$ cat src/rtl/kwp_pkg.sv
// shared types and constants of the frame receive parser
// no dependencies
`timescale 1ns / 1ps

package kwp_pkg;

  localparam logic [7:0] ADDR_MASK = 8'hC0;
  localparam logic [7:0] LEN_MASK  = 8'h3F;

  localparam logic KIND_DATA   = 1'b0;
  localparam logic KIND_REPORT = 1'b1;

  typedef enum logic [2:0] {
    PH_FORMAT,
    PH_TARGET,
    PH_SOURCE,
    PH_LENGTH,
    PH_SERVICE,
    PH_DATA,
    PH_CHECK
  } phase_t;

  typedef enum logic [1:0] {
    ST_OK,
    ST_SUM_ERR,
    ST_RX_ERR
  } status_t;

  typedef struct packed {
    logic [7:0] rx_byte;
    logic       rx_fault;
  } in_beat_t;

  typedef struct packed {
    logic       kind;
    logic [7:0] payload_byte;
    logic [7:0] payload_index;
    logic [7:0] service_code;
    logic [7:0] target_addr;
    logic [7:0] source_addr;
    logic [7:0] frame_len;
    status_t    status;
    logic       last;
  } res_t;

endpackage

$ cat src/rtl/kwp_in_if.sv
// receive byte channel: valid/ready plus received byte and fault flag
// no dependencies
`timescale 1ns / 1ps

interface kwp_in_if;
  logic       valid;
  logic       ready;
  logic [7:0] rx_byte;
  logic       rx_fault;

  modport source (output valid, output rx_byte, output rx_fault, input ready);
  modport sink   (input valid, input rx_byte, input rx_fault, output ready);
  modport mon    (input valid, input rx_byte, input rx_fault, input ready);
endinterface

$ cat src/rtl/kwp_out_if.sv
// result channel: valid/ready plus data byte or frame end report fields
// no dependencies
`timescale 1ns / 1ps

interface kwp_out_if;
  logic       valid;
  logic       ready;
  logic       kind;
  logic [7:0] payload_byte;
  logic [7:0] payload_index;
  logic [7:0] service_code;
  logic [7:0] target_addr;
  logic [7:0] source_addr;
  logic [7:0] frame_len;
  logic [1:0] status;
  logic       last;

  modport source (
    output valid, output kind, output payload_byte, output payload_index,
    output service_code, output target_addr, output source_addr,
    output frame_len, output status, output last, input ready
  );
  modport sink (
    input valid, input kind, input payload_byte, input payload_index,
    input service_code, input target_addr, input source_addr,
    input frame_len, input status, input last, output ready
  );
  modport mon (
    input valid, input kind, input payload_byte, input payload_index,
    input service_code, input target_addr, input source_addr,
    input frame_len, input status, input last, input ready
  );
endinterface

$ cat src/rtl/kwp_parser.sv
// frame parser: phase machine, header registers, running checksum
// depends on kwp_pkg
`timescale 1ns / 1ps

module kwp_parser
  import kwp_pkg::*;
(
  input  logic     clk,
  input  logic     rst_n,
  input  logic     fire,
  input  in_beat_t beat,
  output logic     res_valid,
  output res_t     res
);

  phase_t     phase_r, phase_nxt;
  logic       has_len_r, has_len_nxt;
  logic [7:0] target_r, target_nxt;
  logic [7:0] source_r, source_nxt;
  logic [7:0] length_r, length_nxt;
  logic [7:0] service_r, service_nxt;
  logic [7:0] sum_r, sum_nxt;
  logic [7:0] count_r, count_nxt;

  logic [7:0] b;
  logic [7:0] sum_add;
  logic [7:0] cnt_inc;
  logic [7:0] data_total;
  logic       fmt_addr;
  logic       fmt_len;

  assign b          = beat.rx_byte;
  assign sum_add    = sum_r + b;
  assign cnt_inc    = count_r + 8'd1;
  assign data_total = length_r - 8'd1;
  assign fmt_addr   = (b & ADDR_MASK) != 8'd0;
  assign fmt_len    = (b & LEN_MASK) == 8'd0;

  // next phase
  always_comb begin
    phase_nxt = phase_r;
    if (fire) begin
      if (beat.rx_fault) begin
        phase_nxt = PH_FORMAT;
      end else begin
        case (phase_r)
          PH_TARGET:  phase_nxt = PH_SOURCE;
          PH_SOURCE:  phase_nxt = has_len_r ? PH_LENGTH : PH_SERVICE;
          PH_LENGTH:  phase_nxt = PH_SERVICE;
          PH_SERVICE: phase_nxt = (length_r <= 8'd1) ? PH_CHECK : PH_DATA;
          PH_DATA:    phase_nxt = (cnt_inc >= data_total) ? PH_CHECK : PH_DATA;
          PH_CHECK:   phase_nxt = PH_FORMAT;
          default: begin
            if (fmt_addr) phase_nxt = PH_TARGET;
            else if (fmt_len) phase_nxt = PH_LENGTH;
            else phase_nxt = PH_SERVICE;
          end
        endcase
      end
    end
  end

  // header registers, checksum and result
  always_comb begin
    has_len_nxt       = has_len_r;
    target_nxt        = target_r;
    source_nxt        = source_r;
    length_nxt        = length_r;
    service_nxt       = service_r;
    sum_nxt           = sum_r;
    count_nxt         = count_r;
    res_valid         = 1'b0;
    res.kind          = KIND_REPORT;
    res.payload_byte  = 8'd0;
    res.payload_index = 8'd0;
    res.service_code  = service_r;
    res.target_addr   = target_r;
    res.source_addr   = source_r;
    res.frame_len     = length_r;
    res.status        = ST_OK;
    res.last          = 1'b1;
    if (fire) begin
      if (beat.rx_fault || phase_r == PH_CHECK) begin
        res_valid = 1'b1;
        if (beat.rx_fault) res.status = ST_RX_ERR;
        else if (b != sum_r) res.status = ST_SUM_ERR;
        has_len_nxt = 1'b0;
        target_nxt  = 8'd0;
        source_nxt  = 8'd0;
        length_nxt  = 8'd0;
        service_nxt = 8'd0;
        sum_nxt     = 8'd0;
        count_nxt   = 8'd0;
      end else begin
        case (phase_r)
          PH_TARGET: begin
            target_nxt = b;
            sum_nxt    = sum_add;
          end
          PH_SOURCE: begin
            source_nxt = b;
            sum_nxt    = sum_add;
          end
          PH_LENGTH: begin
            length_nxt = b;
            sum_nxt    = sum_add;
          end
          PH_SERVICE: begin
            service_nxt = b;
            sum_nxt     = sum_add;
          end
          PH_DATA: begin
            res_valid         = 1'b1;
            res.kind          = KIND_DATA;
            res.payload_byte  = b;
            res.payload_index = count_r;
            res.last          = 1'b0;
            sum_nxt           = sum_add;
            count_nxt         = cnt_inc;
          end
          default: begin
            // format byte starts a new frame
            has_len_nxt = fmt_len;
            target_nxt  = 8'd0;
            source_nxt  = 8'd0;
            length_nxt  = b & LEN_MASK;
            service_nxt = 8'd0;
            sum_nxt     = b;
            count_nxt   = 8'd0;
          end
        endcase
      end
    end
  end

  always_ff @(posedge clk) begin
    if (!rst_n) begin
      phase_r   <= PH_FORMAT;
      has_len_r <= 1'b0;
      target_r  <= 8'd0;
      source_r  <= 8'd0;
      length_r  <= 8'd0;
      service_r <= 8'd0;
      sum_r     <= 8'd0;
      count_r   <= 8'd0;
    end else begin
      phase_r   <= phase_nxt;
      has_len_r <= has_len_nxt;
      target_r  <= target_nxt;
      source_r  <= source_nxt;
      length_r  <= length_nxt;
      service_r <= service_nxt;
      sum_r     <= sum_nxt;
      count_r   <= count_nxt;
    end
  end

endmodule

$ cat src/rtl/kwp_out_buf.sv
// two-entry result buffer between parser and result channel
// depends on kwp_pkg
`timescale 1ns / 1ps

module kwp_out_buf
  import kwp_pkg::*;
(
  input  logic clk,
  input  logic rst_n,
  input  logic push,
  input  res_t push_data,
  output logic full,
  input  logic pop,
  output logic head_valid,
  output res_t head
);

  res_t       mem_r [2];
  logic       wr_ptr_r, wr_ptr_nxt;
  logic       rd_ptr_r, rd_ptr_nxt;
  logic [1:0] count_r, count_nxt;
  logic       do_pop;

  assign full       = count_r == 2'd2;
  assign head_valid = count_r != 2'd0;
  assign head       = mem_r[rd_ptr_r];
  assign do_pop     = pop && head_valid;

  always_comb begin
    wr_ptr_nxt = push ? ~wr_ptr_r : wr_ptr_r;
    rd_ptr_nxt = do_pop ? ~rd_ptr_r : rd_ptr_r;
    count_nxt  = count_r;
    if (push && !do_pop) count_nxt = count_r + 2'd1;
    else if (!push && do_pop) count_nxt = count_r - 2'd1;
  end

  always_ff @(posedge clk) begin
    if (push) mem_r[wr_ptr_r] <= push_data;
  end

  always_ff @(posedge clk) begin
    if (!rst_n) begin
      wr_ptr_r <= 1'b0;
      rd_ptr_r <= 1'b0;
      count_r  <= 2'd0;
    end else begin
      wr_ptr_r <= wr_ptr_nxt;
      rd_ptr_r <= rd_ptr_nxt;
      count_r  <= count_nxt;
    end
  end

endmodule

$ cat src/rtl/kwp_frame_receive_parser.sv
// frame receive parser, top level: one received byte per beat in,
// data bytes and frame end reports out; results are registered in the result buffer
// before out valid; throughput 1 byte per cycle while in ready is high, set by the
// parser update on every accepted beat and a 2-entry result buffer, in ready drops
// only while both buffer entries are held; synchronous active-low reset returns to
// waiting for a format byte, header and checksum registers zero, buffer empty
`timescale 1ns / 1ps

module kwp_frame_receive_parser
  import kwp_pkg::*;
(
  input  logic   clk,
  input  logic   rst_n,
  kwp_in_if.sink   in_ch,
  kwp_out_if.source out_ch
);

  in_beat_t beat;
  logic     fire;
  logic     res_valid;
  res_t     res;
  logic     full;
  logic     head_valid;
  res_t     head;

  assign in_ch.ready   = !full;
  assign fire          = in_ch.valid && !full;
  assign beat.rx_byte  = in_ch.rx_byte;
  assign beat.rx_fault = in_ch.rx_fault;

  kwp_parser u_parser (
    .clk       (clk),
    .rst_n     (rst_n),
    .fire      (fire),
    .beat      (beat),
    .res_valid (res_valid),
    .res       (res)
  );

  kwp_out_buf u_out_buf (
    .clk        (clk),
    .rst_n      (rst_n),
    .push       (fire && res_valid),
    .push_data  (res),
    .full       (full),
    .pop        (out_ch.ready),
    .head_valid (head_valid),
    .head       (head)
  );

  assign out_ch.valid         = head_valid;
  assign out_ch.kind          = head.kind;
  assign out_ch.payload_byte  = head.payload_byte;
  assign out_ch.payload_index = head.payload_index;
  assign out_ch.service_code  = head.service_code;
  assign out_ch.target_addr   = head.target_addr;
  assign out_ch.source_addr   = head.source_addr;
  assign out_ch.frame_len     = head.frame_len;
  assign out_ch.status        = head.status;
  assign out_ch.last          = head.last;

endmodule

$ cat src/flat_wrapper.sv
// flat-port wrapper written by rule: the top's interface ports become plain ports
module kwp_frame_receive_parser_flat import kwp_pkg::*;
  (clk, rst_n, in_ch_valid, in_ch_rx_byte, in_ch_rx_fault, in_ch_ready, out_ch_valid, out_ch_kind, out_ch_payload_byte, out_ch_payload_index, out_ch_service_code, out_ch_target_addr, out_ch_source_addr, out_ch_frame_len, out_ch_status, out_ch_last, out_ch_ready);
  kwp_in_if in_ch_i ();
  kwp_out_if out_ch_i ();
  input  logic clk;
  input  logic rst_n;
  input wire logic [$bits(in_ch_i.valid)-1:0] in_ch_valid;
  input wire logic [$bits(in_ch_i.rx_byte)-1:0] in_ch_rx_byte;
  input wire logic [$bits(in_ch_i.rx_fault)-1:0] in_ch_rx_fault;
  output wire logic [$bits(in_ch_i.ready)-1:0] in_ch_ready;
  output wire logic [$bits(out_ch_i.valid)-1:0] out_ch_valid;
  output wire logic [$bits(out_ch_i.kind)-1:0] out_ch_kind;
  output wire logic [$bits(out_ch_i.payload_byte)-1:0] out_ch_payload_byte;
  output wire logic [$bits(out_ch_i.payload_index)-1:0] out_ch_payload_index;
  output wire logic [$bits(out_ch_i.service_code)-1:0] out_ch_service_code;
  output wire logic [$bits(out_ch_i.target_addr)-1:0] out_ch_target_addr;
  output wire logic [$bits(out_ch_i.source_addr)-1:0] out_ch_source_addr;
  output wire logic [$bits(out_ch_i.frame_len)-1:0] out_ch_frame_len;
  output wire logic [$bits(out_ch_i.status)-1:0] out_ch_status;
  output wire logic [$bits(out_ch_i.last)-1:0] out_ch_last;
  input wire logic [$bits(out_ch_i.ready)-1:0] out_ch_ready;
  assign in_ch_i.valid = in_ch_valid;
  assign in_ch_i.rx_byte = in_ch_rx_byte;
  assign in_ch_i.rx_fault = in_ch_rx_fault;
  assign in_ch_ready = in_ch_i.ready;
  assign out_ch_valid = out_ch_i.valid;
  assign out_ch_kind = out_ch_i.kind;
  assign out_ch_payload_byte = out_ch_i.payload_byte;
  assign out_ch_payload_index = out_ch_i.payload_index;
  assign out_ch_service_code = out_ch_i.service_code;
  assign out_ch_target_addr = out_ch_i.target_addr;
  assign out_ch_source_addr = out_ch_i.source_addr;
  assign out_ch_frame_len = out_ch_i.frame_len;
  assign out_ch_status = out_ch_i.status;
  assign out_ch_last = out_ch_i.last;
  assign out_ch_i.ready = out_ch_ready;
  kwp_frame_receive_parser u_core (.clk(clk), .rst_n(rst_n), .in_ch(in_ch_i), .out_ch(out_ch_i));
endmodule
$ cat config.mk
export PLATFORM = sky130hd
export DESIGN_NAME = kwp_frame_receive_parser_flat
export DESIGN_NICKNAME = d
export VERILOG_FILES = /design/src/rtl/kwp_pkg.sv /design/src/rtl/kwp_in_if.sv /design/src/rtl/kwp_out_if.sv /design/src/rtl/kwp_parser.sv /design/src/rtl/kwp_out_buf.sv /design/src/rtl/kwp_frame_receive_parser.sv /design/src/flat_wrapper.sv
export SDC_FILE = /design/constraint.sdc
export NUM_CORES = 1
export LEC_CHECK = 0
export BUFFER_PORTS_ARGS = -buffer_cell sky130_fd_sc_hd__buf_4
export CAP_MARGIN = 40
export CORE_ASPECT_RATIO = 1.2
export CORE_MARGIN = 2
export CORE_UTILIZATION = 36
export DETAILED_ROUTE_END_ITERATION = 10
export GPL_TIMING_DRIVEN = 0
export PLACE_DENSITY = 0.51
export SYNTH_ARGS = -nofsm -noshare
export SYNTH_HDL_FRONTEND = slang
export SYNTH_SLANG_ARGS = --single-unit
$ cat constraint.sdc
create_clock -name clk -period 6.7 [get_ports clk]
set_input_delay 1.34 -clock clk [delete_from_list [all_inputs] [get_ports clk]]
set_output_delay 1.34 -clock clk [all_outputs]
set_load 0.02 [all_outputs]
==> results list <==
- Hold Path Depth: 0
* Largest net degree at the start of global routing: 32
- Critical Path Fanout Max: 10
* Proportion of netlist area held by the largest area contributor: 0.4292
- Remaining DRCs: 0
- Across all register-to-register paths, the minimum setup slack is 4.05 ns.
- The analysis attributes to net switching a power of 950.0 µW.
- Buffers inserted during clock tree synthesis total 17.
- The hold violation count in the final report is 0.
* Placed cell count: 922
- Measured against its own limit, the worst slew margin works out to 0.4796.
- Total wire length after detailed routing: 17.38 mm
* Max-slew violation count: 0
- Clock tree synthesis selected as its root buffer the cell clkbuf_16.
- After synthesis the netlist holds a flip-flop and latch count of 159.
* Number of antenna repair diodes: 0
* Sequential fraction of the synthesis area: 0.5891
- Initial cell density of the core: 0.3664
* Post-synth EDFFs: 102
- Leaving out fill and tap cells, the most frequent cell in the layout is edfxtp_1.
- Final total negative setup slack: 0 ns
- After detailed routing, the average wire length per cell comes to 18.22 µm.
- For the worst flop-to-flop path, the logic depth is 7.
- The count of nets left with antenna violations once routing finished came out at 0.
- Post-CTS Repair Setup Buffers: 0
- The initialized floorplan defines 56 standard-cell rows.
- Highest-count cells in the layout ignoring fill and taps: 102 x edfxtp_1, 68 x buf_4, 57 x dfxtp_1
* Total of cells resized after clock tree synthesis: 0
* Mapped Cells: 592
- The number of antenna violations at the first check in global routing came to 0.
* TritonCTS clock tree: done
- From bottom edge to top edge, the die measures 158.2 µm.
* Chip Width: 132.5 µm
- Vias in the first global route: 4,914
* Area grow syn2layout: 20.37%
* Final Critical Period: 3.633 ns
* Post-CTS clock slew at the launch and capture registers of the worst setup and hold paths: 0.06 ns
* Synth unique cells: 63
* Post-Route Skew: 0.007949 ns
* Share of post-route cells with drive strength above 1: 0.2482
* Share of flip-flops with an asynchronous set or reset after synthesis: 0
- STA classifies the critical path endpoint as a primary output.
- Detailed-route vias per instance: 5.224
* Largest area contributor in the synthesized netlist: edfxtp_1
- Timing would allow up to 275.2 MHz.
- The number of nets in the synthesized netlist is 626.
* Overall global routing resource usage: 0.1694
* Crit path required time: 5.36 ns
- The share of total power dissipated in combinational logic is 0.307.
* Gp weighted congestion: 0.8625
* Buffers on Ports: 65
* IO Pins: 67
- The final layout contains 714 nets.
* Max-Cap Viols: 0
* Leading cell types by total area after synthesis: edfxtp_1 43%, dfxtp_1 16%, mux2_2 8.0%
- The floorplan step defined a die boundary enclosing 0.02097 mm².
- Ys Warns: 0
- Fillers: 1,884
* Clk sinks: 159
- In the finished design, the share of the clock period the worst path needs comes to 0.5423.
- The min-delay analysis places its worst path in the category reg2reg.
- For the pin with the worst max-slew slack, the measured transition is 0.7741 ns.
- The routed layout has 4,984 vias.
- In the synthesized netlist the dominant register cell turns out to be edfxtp_1.
* Crit path arrival time: 2.29 ns
- Worst voltage drop across the vdd grid: 0.1507 mV
- The flow ran to the end, and the final reports show no timing, DRC or antenna violations.
* Crit Path Class: reg2out
- Static leakage power: 0.003166 µW
- Power share of the clock group: 0.306
* Pwr dens: 352.1 mW/mm²
- Setup repair after global routing left no endpoint under its margin.
- After clock tree synthesis, the flow added hold-fix buffers numbering 0.
- For this run the aggregate overflow at the end of global routing stands at 0.
- Skew-Pair Late Insertion Delay: 0.42 ns
* Cell internal pwr: 2075 µW
* Placeable core region: 0.01948 mm²
- Of the total power, the share spent switching nets is 0.3140.
- Clock H-tree levels: 4
- A synthesized cell averages 12.06 µm².
* Half-perimeter wire length of the detailed placement result: 12.02 mm
- Critical path startpoint category: register
- The first TritonRoute pass finished after 5 iterations.
- Setup-violating endpoint count in the final report: 0
- Drt first-iter violations: 324
- The count of cells in the finished layout, fillers not included, comes to 954.
* Buffers from clock root to sink, at most: 2
* Post-synthesis instance area: 0.007137 mm²
- Of the total power, registers draw 0.388.
* Wire length of the first global-routing pass: 26.86 mm
worst max-delay path, cell delays in order, from the launching register on:
cell and delay, ns:
dfxtp_1 0.30, clkbuf_1 0.38, buf_1 0.60, mux2_2 0.43, buf_4 0.16
registers in the layout, summed over array words and instances (netlist names), named ones only:
| register | cells |
|---|---|
| u_core.u_out_buf.mem_r | 102 |
| u_core.u_parser.count_r | 8 |
| u_core.u_parser.length_r | 8 |
| u_core.u_parser.service_r | 8 |
| u_core.u_parser.source_r | 8 |
| u_core.u_parser.sum_r | 8 |
| u_core.u_parser.target_r | 8 |
| u_core.u_parser.phase_r | 3 |
| u_core.u_out_buf.count_r | 2 |
| u_core.u_out_buf.rd_ptr_r | 1 |
| u_core.u_out_buf.wr_ptr_r | 1 |
| u_core.u_parser.has_len_r | 1 |
power groups by stage:
stage | clock [µW] | sequential [µW] | combinational (µW)
after floorplan | 0 | 1180 | 616
after global placement | 0 | 1200 | 911
after detailed placement | 0 | 1190 | 937
after CTS | 947 | 1170 | 942
after global routing | 988 | 1180 | 1000
final | 924 | 1170 | 928
through the flow:
stage,utilization,hold WS [ns],area (µm²),total power (µW),worst slack (ns)
floorplan,-,0.4254,7137,1800,2.111
global placement,0.4082,0.4334,7951,2107,0.2850
detailed placement,0.4125,0.4436,8035,2131,3.329
CTS,0.4410,0.4595,8591,3062,2.968
global route,0.4410,0.4698,8591,3173,2.899
finish,0.4410,0.4571,8591,3025,3.067
Yosys cell counts (all sizes together), types with 2 or more instances:
library cell	n
mux2	51
or4	4
a211oi	4
inv	10
a21o	4
a22oi	16
o311ai	2
nand3b	2
nor3	5
a2bb2oi	2
nor2b	6
nand4b	2
dfxtp	57
ha	20
a31oi	7
nand3	24
clkbuf	13
xor2	10
nor4	5
o221a	2
and2	25
nor2	46
nand2	44
xnor2	12
nand2b	5
mux2i	2
nand4	3
o211ai	2
buf	17
and3	5
a221oi	2
or3	2
edfxtp	102
a21oi	22
o21bai	5
o21ai	37
layer usage:
metal,vias up,track usage,share of wire
met5,-,0,0
met4,0,0.06349,0.024
met3,28,0.03971,0.044
met2,133,0.2981,0.51
met1,2458,0.2022,0.43
li1,2365,-,-
layout make-up:
type / count / area (µm²) / share of cell area
multi-input cells: 392 / 2749 / 0.3200
well taps: 261 / 326.6 / 0.03801
repair buffers: 69 / 563.0 / 0.06554
clock inverters: 11 / 115.1 / 0.01340
inverters: 11 / 41.29 / 0.004806
plain buffers: 30 / 151.4 / 0.01762
clock buffers: 21 / 440.4 / 0.05127
flip-flops and latches: 159 / 4204 / 0.4894
kinds of logic after synthesis:
| family | after synthesis | synth area share |
|---|---|---|
| compound gates | 113 | 0.1038 |
| mux | 53 | 0.08327 |
| buf+inv | 41 | 0.02700 |
| fa+ha+maj | 21 | 0.03787 |
| flops | 159 | 0.5891 |
| xor+xnor | 22 | 0.02700 |
| simple gates | 183 | 0.1320 |
final timing paths:
check	from	to
min	u_core.u_parser.service_r[7]	u_core.u_out_buf.mem_r[0][34]
max	register	out_ch_service_code[7]
min reg2reg	u_core.u_parser.service_r[7]	u_core.u_out_buf.mem_r[0][34]
max reg2reg	u_core.u_parser.phase_r[2]	u_core.u_out_buf.mem_r[1][32]
Power figures use the tool's default switching activity.
